===== config.mk =====
export PLATFORM = sky130hd
export DESIGN_NAME = spfsal_ctrl
export DESIGN_NICKNAME = d
export VERILOG_FILES = /design/src/sv/spfsal_pkg.sv /design/src/sv/spfsal_ctrl.sv
export SDC_FILE = /design/constraint.sdc
export NUM_CORES = 1
export LEC_CHECK = 0
export BUFFER_PORTS_ARGS = -buffer_cell sky130_fd_sc_hd__buf_2
export CAP_MARGIN = 5
export CORE_AREA = 5 5 42 44
export DETAILED_ROUTE_END_ITERATION = 10
export DIE_AREA = 0 0 47 49
export PLACE_DENSITY = 0.4
export SYNTH_ARGS = -nofsm -noshare
export SYNTH_HDL_FRONTEND = slang
export SYNTH_SLANG_ARGS = --single-unit

===== constraint.sdc =====
create_clock -name clk_i -period 3.1 [get_ports clk_i]
set_input_delay 0.465 -clock clk_i [delete_from_list [all_inputs] [get_ports clk_i]]
set_output_delay 0.465 -clock clk_i [all_outputs]
set_load 0.01 [all_outputs]

===== src/sv/spfsal_pkg.sv =====
`timescale 1ns / 1ps
// ----------------------------------------------------------------------------
// Slot pool allocator package
// Transaction types, operation and status codes shared by the allocator.
// ----------------------------------------------------------------------------
package spfsal_pkg;

  // Widths of the transaction fields.
  localparam int unsigned OP_W    = 2;
  localparam int unsigned STAT_W  = 2;
  localparam int unsigned SLOT_W  = 10;
  localparam int unsigned COUNT_W = 11;

  // Width used for range compares against the pool size (covers 65536).
  localparam int unsigned WIDE_W = 17;

  // Operation codes.
  localparam logic [OP_W-1:0] OP_ALLOC   = 2'd0;
  localparam logic [OP_W-1:0] OP_RELEASE = 2'd1;
  localparam logic [OP_W-1:0] OP_READ    = 2'd2;

  // Status codes.
  localparam logic [STAT_W-1:0] ST_OK    = 2'd0;
  localparam logic [STAT_W-1:0] ST_EMPTY = 2'd1;
  localparam logic [STAT_W-1:0] ST_BAD   = 2'd2;

  // Request transaction.
  typedef struct packed {
    logic [OP_W-1:0]   operation;
    logic [SLOT_W-1:0] slot_id;
    logic [SLOT_W-1:0] active_index;
  } req_t;

  // Result transaction.
  typedef struct packed {
    logic [STAT_W-1:0]  status;
    logic [SLOT_W-1:0]  result_slot;
    logic [SLOT_W-1:0]  result_position;
    logic [COUNT_W-1:0] free_count;
    logic [COUNT_W-1:0] active_count;
  } rsp_t;

  // Commands from the controller to the datapath.
  typedef struct packed {
    logic accept;
    logic clear_step;
    logic decide;
    logic fix;
  } ctrl_cmd_t;

  // Status from the datapath to the controller.
  typedef struct packed {
    logic clear_last;
    logic need_fix;
  } dp_stat_t;

endpackage


===== src/sv/spfsal_ctrl.sv =====
`timescale 1ns / 1ps
// ----------------------------------------------------------------------------
// Slot pool allocator controller
// Sequences the post-reset clearing sweep and the steps of each operation.
// ----------------------------------------------------------------------------
module spfsal_ctrl
  import spfsal_pkg::*;
(
  input  logic      clk_i,
  input  logic      rst_ni,
  input  logic      start,
  output logic      busy,
  input  dp_stat_t  stat_i,
  output ctrl_cmd_t cmd_o
);

  // State codes.
  localparam logic [1:0] S_CLEAR  = 2'd0;
  localparam logic [1:0] S_IDLE   = 2'd1;
  localparam logic [1:0] S_DECIDE = 2'd2;
  localparam logic [1:0] S_FIX    = 2'd3;

  logic [1:0] state_q, state_d;

  // Next state logic.
  always_comb begin
    state_d = state_q;
    case (state_q)
      S_CLEAR: begin
        if (stat_i.clear_last) begin
          state_d = S_IDLE;
        end
      end
      S_IDLE: begin
        if (start) begin
          state_d = S_DECIDE;
        end
      end
      S_DECIDE: begin
        state_d = stat_i.need_fix ? S_FIX : S_IDLE;
      end
      S_FIX: begin
        state_d = S_IDLE;
      end
      default: begin
        state_d = S_IDLE;
      end
    endcase
  end

  // State register; the block starts by sweeping the slot table.
  always_ff @(posedge clk_i or negedge rst_ni) begin
    if (!rst_ni) begin
      state_q <= S_CLEAR;
    end else begin
      state_q <= state_d;
    end
  end

  // Commands to the datapath.
  always_comb begin
    cmd_o.accept     = (state_q == S_IDLE) && start;
    cmd_o.clear_step = (state_q == S_CLEAR);
    cmd_o.decide     = (state_q == S_DECIDE);
    cmd_o.fix        = (state_q == S_FIX);
  end

  assign busy = (state_q != S_IDLE);

endmodule


* After elaboration in Yosys (flattened, before gate mapping)
Cells that the tools add are included.
W data, S select, Z words.
** Operators by class
- Equality and inequality tests :: 6
- Muxes and demuxes :: 4
- Reduce and logical (&&, ||, !) cells :: 3
** Operators by type and width (number)
- $pmux W2 S4 :: 1
- $mux W2 :: 3
- $eq A2 B2 Y1 const B :: 2
- $ne A2 B2 Y1 const B :: 2
- $eq A2 B1 Y1 const B :: 1
- $logic_not A2 Y1 :: 1
- $ne A2 B1 Y1 const B :: 1
- $reduce_and A2 Y1 :: 1
- $logic_and A1 B1 Y1 :: 1
** Storage, ports and cells
- Flip-flop bits (word level) :: 2
- Input bits :: 5
- Output and inout port bits :: 5
- Logic and storage cells :: 14

* Logic depth before layout (Yosys ltp)
Gate-level depths: netlist of run 1.
- Depth in word-level cells :: 3
- Gate-level depth with buffers :: 5
- Depth with buffers taken out :: 5

* Worst setup path after synthesis of run 1
Ideal clock, no wire load.
- Path kind :: register to output
- Start point :: reg state_q[1]
- End point :: out cmd_o[3] (netlist name)
- Arrival time :: 935 ps
- Data required time :: 2635 ps
- Path slack :: 1700 ps
- Stages on the path, launching flop included :: 5
- Path buffers :: 0
- Cell sequence :: dfrtp_1 > inv_1 > ha_1 > inv_1 > nor2_1
** RTL lines
- start, declared :: RTL line spfsal_ctrl.sv:23 : logic [1:0] state_q, state_d;
- start signal, assigned :: RTL line spfsal_ctrl.sv:56 : state_q <= state_d;
- end, declared :: RTL line spfsal_ctrl.sv:14 : output ctrl_cmd_t cmd_o

==> flow_summary.yaml, run 1 <==
sta:
  clock_skew_ns: 0.000351
  rsz0062_at_grt: "false"
  max_slew_margin_pct: 89.6
  setup_viol: 0
  worst_pin_slew_ns: 0.154
  final-max-slew-violation-count: 0
  hold_violations: 0
  fmax_mhz: 589
  fin_crit_sh_pct: 54.7
  setup_tns_ns: 0
  period_minus_slack_ns: 1.70
global_route:
  grt_pass1_wl_um: 717
  grt-ovfl-total: 0
  antenna_found_initial: 0
  grt_pass1_vias: 187
  grt_usage_pct: 4.58
  grt_max_degree: 5
pwr:
  ir_worst_vdd_mv: 0.263
  power.total_w: 0.000240
  cellLeakagePower_nw: 0.156
  powerDensity_nw_per_um2: 923
yosys:
  synth_area_um2: 173
  avgSynthCellArea_um2: 9.59
  synth_cell_types: 10
  ys_seq_elements: 2
  postSynthCellCount: 18
  ys_seq_area_share_pct: 29.0
  synthesis.nets: 27
  yosys_warnings: 0
finish:
  final_common_cell: "buf_2"
  largest_reg_flops: 2
  diodes: 0
  instances_no_fill: 46
  nFillCells: 159
  final_layout_size_suffix_gt1_share_pct: 46.7
  syn2layout_area_growth_pct: 50.7
  final_nets: 41
  top_register: "state_q"
  final_cell_mix: "buf_2, inv_1, ha_1"
  reg_top3: "state_q x2"
critical_path:
  crit_fanout: 4
  endpoint: "cmd_o[3]"
  arrival_ns: 1.23
  critical_path.most_common_cell: "inv_1"
  cpMaxStageDelayCell: "dfrtp_1"
  r2r-start: "state_q[0]"
  required_ns: 2.63
  path_class: "register to primary output"
  rr_endpoint: "state_q[1]"
  max_stage_delay_ns: 0.39
  r2r_setup_slack_ns: 1.91
  critPathLaunchType: "register"
  reg2reg_depth: 5
  cp-startpoint: "state_q[1]"
  worstSetupEndpointType: "primary output"
  path_cells: "inv_1, ha_1, inv_1, nor2_1, buf_2"
routing:
  drt_iter0_drc: 0
  wl_um: 385
  firstDrtPassIters: 1
  antenna_left: 0
  wl_per_cell_um: 8.37
  drc_errors: 0
  vias_per_cell: 3.28
  num_vias: 151
floorplan:
  dieArea_um2: 2300
  row_count: 14
  fp.coreArea_um2: 1400
  die_h_um: 49
  ios: 10
  initial_core_util_pct: 12.3
  die_w_um: 47
job:
  maxCapViolCount: 0
clocking:
  clock_latency_ns: 0.22
  clkSlewWorstSetupHoldPaths_ns: 0.03
  cts_tree: "built"
  postCtsHoldBufs: 0
  cts_resized: 0
  clockBufferDepth: 2
  h-tree-depth: 1
  cts_root_buffer: "clkbuf_4"
  cts.sinks: 2
  cts_setup_buffers: 0
  numCtsBuffers: 3
min_path:
  hold_class: "input pin to asynchronous set/reset pin"
place:
  place_congestion: 0.586
  numPortBuffers: 9
  dp_cells: 43
status:
  status: "finished, final reports clean"
## worst min-delay path by stage
stage	start	end	slack, ns
after global placement	rst_ni	state_q[1]	0.25
final	rst_ni	state_q[0]	0.02
after detailed placement	rst_ni	state_q[1]	0.25
after global routing	rst_ni	state_q[1]	0.02
after CTS	rst_ni	state_q[0]	0.009
after floorplan	rst_ni	state_q[0]	0.17
## final cells by class
cell class / instances / area, um2 / share of cell area (%)
Multi-Input combinational cell: 12 / 108 / 41.3
Sequential cell: 2 / 50.0 / 19.2
Timing Repair Buffer: 9 / 45.0 / 17.3
Clock buffer: 3 / 22.5 / 8.65
Tap cell: 16 / 20.0 / 7.69
Inverter: 4 / 15.0 / 5.77
## layer usage
metal  routed length, um  part of all wire [%]  vias up  global-route usage, %
met5                   0                     0        -                      0
met4                   0                     0        0                   5.53
met3                  64                    17        0                   1.11
met2                 122                    32       10                   4.98
met1                 197                    51       60                   6.15
li1                    -                     -       81                      -
## critical path, delay by kind of cell (launching register included)
kind | cells | cell delay (ns)
flops | 1 | 0.39
fa+ha+maj | 1 | 0.24
buf+inv | 3 | 0.30
simple gates | 1 | 0.08
## metrics by stage
step | hold WS (ns) | area, um2 | utilization [%] | setup WS, ns
3_3_place_gp | 0.254 | 238 | 17.0 | 1.64
5_1_grt | 0.0160 | 260 | 18.6 | 1.27
6_report | 0.0207 | 260 | 18.6 | 1.40
4_1_cts | 0.00926 | 260 | 18.6 | 1.39
3_5_place_dp | 0.253 | 238 | 17.0 | 1.64
2_1_floorplan | 0.169 | 173 | - | 1.70
## logic make-up (layout without fill, tap and decap cells)
kind of cell / Yosys count / after routing / share of synthesized area, %
muxes: 1 / 1 / 5.80
AOI/OAI and AO/OA: 4 / 4 / 15.2
adders and majority gates: 4 / 4 / 29.0
buffers and inverters: 4 / 16 / 8.69
and+or+nand+nor: 3 / 3 / 12.3
DFF: 2 / 2 / 29.0
## Yosys cell counts, drive strengths merged
master / number / area, um2
nor2: 1 / 3.75
ha: 4 / 50.1
nor2b: 1 / 13.8
a21oi: 1 / 8.76
mux2i: 1 / 10.0
a21o: 1 / 7.51
dfrtp: 2 / 50.1
nand2: 1 / 3.75
inv: 4 / 15.0
o21ai: 2 / 10.0
## report_power, final
part	internal [W]	switching [W]	leakage, nW
logic	0.0000616	0.0000710	0.119
clock network	0.0000427	0.0000145	0.0138
registers	0.0000388	0.0000117	0.0235
(Power assumes the default switching activity.)
==> inputs of run 2 (changes only) <==
- PLACE_DENSITY: 0.4 -> 0.41
- clock period: 3.1 -> 1.4 ns (I/O delays scaled with it)
==> flow_summary.yaml, run 2 (same netlist as run 1, synthesis figures left out) <==
status:
  status: "finished, final reports clean"
finish:
  final_layout_size_suffix_gt1_share_pct: 61.8
  diodes: 0
  final_common_cell: "buf_2"
  largest_reg_flops: 2
  top_register: "state_q"
  final_nets: 45
  reg_top3: "state_q x2"
  final_cell_mix: "buf_2, ha_1, clkbuf_4, buf_4"
  nFillCells: 168
  syn2layout_area_growth_pct: 78.3
floorplan:
  die_w_um: 47
  fp.coreArea_um2: 1400
  row_count: 14
  initial_core_util_pct: 12.3
  dieArea_um2: 2300
  die_h_um: 49
  ios: 10
place:
  place_congestion: 0.708
  numPortBuffers: 9
  hpwlAfterDp_um: 324
  place_ws_ns: 0.191
sta:
  clock_skew_ns: 0.000594
  hold_violations: 0
  fmax_mhz: 753
  final-max-slew-violation-count: 0
  rsz0062_at_grt: "false"
  final.setup.worst_slack_ns: 0.0719
  fin_crit_sh_pct: 94.9
  max_slew_margin_pct: 87.4
  setup_tns_ns: 0
  setup_viol: 0
  worst_pin_slew_ns: 0.189
  period_minus_slack_ns: 1.33
pwr:
  combPwrFrac_pct: 61.3
  swShare_pct: 39.0
  power_frac_clock_pct: 20.1
  cellLeakagePower_nw: 0.174
  powerDensity_nw_per_um2: 2080
  pwr-share-seq_pct: 18.6
  switchingPower_w: 0.000250
  ir_worst_vdd_mv: 0.937
  internal_power_w: 0.000391
clocking:
  cts_root_buffer: "clkbuf_4"
  clock_latency_ns: 0.22
  clockBufferDepth: 2
  h-tree-depth: 1
  numCtsBuffers: 3
  clkSlewWorstSetupHoldPaths_ns: 0.03
  cts.sinks: 2
  cts_tree: "built"
critical_path:
  reg2reg_depth: 6
  rr_endpoint: "state_q[1]"
  arrival_ns: 1.12
  worstSetupEndpointType: "primary output"
  r2r-start: "state_q[1]"
  path_class: "register to primary output"
  crit_fanout: 3
  required_ns: 1.19
  critPathLaunchType: "register"
  r2r_setup_slack_ns: 0.13
  cp-startpoint: "state_q[1]"
global_route:
  grt_pass1_vias: 201
  antenna_found_initial: 0
  grt_pass1_wl_um: 848
  grt_usage_pct: 5.14
  grt-ovfl-total: 0
  grt_max_degree: 5
routing:
  drt_iter0_drc: 0
  antenna_left: 0
  firstDrtPassIters: 1
  wl_um: 427
  vias_per_cell: 3.52
  drc_errors: 0
  num_vias: 176
  wl_per_cell_um: 8.54
job:
  maxCapViolCount: 0
min_path:
  hold_class: "input pin to asynchronous set/reset pin"
## run 2: changes by cell type in the layout (fill, tap and decap cells not counted)
cell | previous run | this run
buf_4 | 0 | 3
inv_1 | 4 | 2
inv_2 | 0 | 2
dlygate4sd3_1 | 0 | 1
ha_1 | 4 | 3
ha_4 | 0 | 1
nor2_1 | 1 | 0
nor2_2 | 0 | 1
## run 2: layer usage
metal	track usage, %	vias to the layer above	share of wire (%)
li1	-	90	-
met1	6.83	76	52
met5	0	-	0
met3	4.06	0	15
met4	2.76	0	0
met2	5.66	10	33
## run 2: area by class of cell
type	instances	area, um2	share of cell area [%]
Timing Repair Buffer	13	77.6	25.2
Inverter	4	15.0	4.88
Clock buffer	3	22.5	7.32
Multi-Input combinational cell	12	123	39.8
Sequential cell	2	50.0	16.3
Tap cell	16	20.0	6.50
## run 2: power by group through the flow
stage	Clock [W]	Combinational (W)	Sequential [W]
floorplan	0	0.000214	0.000105
global placement	0	0.000305	0.000111
detailed placement	0	0.000301	0.000111
CTS	0.000136	0.000329	0.000117
global route	0.000143	0.000455	0.000122
finish	0.000129	0.000393	0.000119
## run 2: stage by stage
step,hold slack [ns],cells,cell area (um2),utilization (%),total power (W)
floorplan,-0.0856,18,173,-,0.000319
global placement,-0.00303,43,238,17.0,0.000417
detailed placement,-0.00193,43,238,17.0,0.000413
CTS,0.297,47,283,20.2,0.000582
global route,0.326,50,308,22.0,0.000721
finish,0.300,50,308,22.0,0.000641
## run 2: timing repair
action / in CTS / in global routing
endpoints found under the hold margin: 2 / 0
setup buffers: 0 / 3
setup endpoints to repair: 1 / 1
hold buffers: 1 / 0
gates resized for setup: 2 / 3
pin swaps: 0 / 1
## run 2: critical path: stages (launching register included)
cell and delay [ns]:
dfrtp_1 0.37, inv_2 0.07, buf_4 0.13, ha_1 0.18
buf_2 0.14
## run 2: worst max-delay path by stage
| stage | cells past startpoint | end |
|---|---|---|
| 6_report | 4 | cmd_o[2] |
| 5_1_grt | 3 | cmd_o[1] |
| 4_1_cts | 5 | cmd_o[3] |
| 3_5_place_dp | 5 | state_q[1] |
| 3_3_place_gp | 5 | state_q[1] |
| 2_1_floorplan | 5 | state_q[1] |
==> inputs of run 3 (changes only) <==
- PLACE_DENSITY: 0.41 -> 0.38
==> flow_summary.yaml, run 3 (same netlist as run 1, synthesis figures left out) <==
floorplan:
  ios: 10
  initial_core_util_pct: 12.3
  fp.coreArea_um2: 1400
  dieArea_um2: 2300
  row_count: 14
  die_h_um: 49
  die_w_um: 47
finish:
  final_common_cell: "buf_2"
  seqCellArea_um2: 50.0
  top_register: "state_q"
  diodes: 0
  instances_no_fill: 49
  nFillCells: 167
  final_nets: 44
  final_cell_mix: "buf_2, inv_1, ha_1, clkbuf_4"
  reg_top3: "state_q x2"
  multi_input_area_um2: 120
  final_layout_size_suffix_gt1_share_pct: 54.5
  largest_reg_flops: 2
  syn2layout_area_growth_pct: 72.5
sta:
  rsz0062_at_grt: "false"
  fin_crit_sh_pct: 93.2
  setup_viol: 0
  max_slew_margin_pct: 85.3
  clock_skew_ns: 0.00164
  worst_pin_slew_ns: 0.218
  setup_tns_ns: 0
  final-max-slew-violation-count: 0
  fmax_mhz: 766
  period_minus_slack_ns: 1.30
  hold_violations: 0
critical_path:
  path_class: "register to primary output"
  path_cells: "inv_1, ha_1, buf_2"
  critPathLaunchType: "register"
  r2r_setup_slack_ns: 0.14
  rr_endpoint: "state_q[0]"
  max_stage_delay_ns: 0.43
  cpMaxStageDelayCell: "dfrtp_1"
  worstSetupEndpointType: "primary output"
  reg2reg_depth: 5
  r2r-start: "state_q[0]"
  required_ns: 1.19
  arrival_ns: 1.09
  crit_fanout: 4
job:
  maxCapViolCount: 0
routing:
  drt_iter0_drc: 0
  wl_um: 411
  antenna_left: 0
  vias_per_cell: 3.35
  wl_per_cell_um: 8.39
  drc_errors: 0
  firstDrtPassIters: 1
  num_vias: 164
global_route:
  grt_pass1_wl_um: 669
  grt_max_degree: 5
  grt_pass1_vias: 165
  antenna_found_initial: 0
  grt-ovfl-total: 0
  grt_usage_pct: 4.30
pwr:
  pwr-share-seq_pct: 19.4
  powerDensity_nw_per_um2: 2020
  switchingPower_w: 0.000235
  ir_worst_vdd_mv: 0.693
  power_frac_clock_pct: 20.7
  combPwrFrac_pct: 59.9
  cellLeakagePower_nw: 0.170
  internal_power_w: 0.000365
  swShare_pct: 39.2
clocking:
  cts.sinks: 2
  clock_latency_ns: 0.22
  clockBufferDepth: 2
  cts_tree: "built"
  numCtsBuffers: 3
  cts_root_buffer: "clkbuf_4"
  h-tree-depth: 1
  clkSlewWorstSetupHoldPaths_ns: 0.03
place:
  numPortBuffers: 9
  hpwlAfterDp_um: 324
  dp_cells: 43
  place_congestion: 0.611
min_path:
  hold_class: "input pin to asynchronous set/reset pin"
status:
  status: "finished, final reports clean"
run 3: changes by cell type in the layout (fill, tap and decap cells not counted):
cell	previous run	this run
buf_4	3	2
inv_1	2	3
inv_2	2	1
nor2_1	0	1
nor2_2	1	0
run 3: how the worst max path moves through the flow:
stage / start / end / depth (start not counted)
after floorplan: state_q[0] / state_q[1] / 5
after global placement: state_q[1] / cmd_o[3] / 5
after detailed placement: state_q[1] / cmd_o[3] / 5
after CTS: state_q[1] / cmd_o[3] / 5
after global routing: state_q[0] / cmd_o[2] / 3
final: state_q[0] / cmd_o[2] / 3
run 3: critical path, delay by kind of cell (launching register included):
| family | cells | cell delay [ns] |
|---|---|---|
| fa+ha+maj | 1 | 0.21 |
| flops | 1 | 0.43 |
| buf+inv | 2 | 0.23 |
run 3: repair_timing:
action                                  in CTS  in global routing
endpoints found under the hold margin        2                  0
cloned                                       0                  0
resized for setup                            2                  1
pin swaps                                    0                  0
hold buffers                                 1                  0
buffers inserted                             0                  2
endpoints found under the setup margin       1                  1
run 3: per-layer routing:
metal	vias up	wire, um	GRT usage (%)
met5	-	0	0
met4	0	0	4.15
met3	0	42	2.58
met2	6	193	5.43
met1	71	174	4.63
li1	87	-	-
run 3: metrics by stage:
stage                     setup slack (ns)  hold slack [ns]  utilization [%]  power (W)  area [um2]
after floorplan                      0.251          -0.0856                -   0.000319         173
after global placement               0.186         -0.00297             17.0   0.000419         238
after detailed placement             0.181         -0.00285             17.0   0.000417         238
after CTS                           0.0202            0.296             20.2   0.000581         283
after global routing                0.0196            0.328             21.3   0.000668         298
final                               0.0951            0.304             21.3   0.000600         298
run 3: cell type report:
cell class	count	area share, %
multi-input combinational	12	40.3
inverter	4	5.04
tap	16	6.72
clock buffer	3	7.56
timing repair buffer	12	23.5
sequential	2	16.8
run 3: power by group through the flow:
stage | Sequential, W | Clock [W] | Combinational (W)
after CTS | 0.000120 | 0.000133 | 0.000328
after global routing | 0.000120 | 0.000138 | 0.000410
after floorplan | 0.000105 | 0 | 0.000214
final | 0.000116 | 0.000124 | 0.000360
after detailed placement | 0.000114 | 0 | 0.000303
after global placement | 0.000115 | 0 | 0.000304
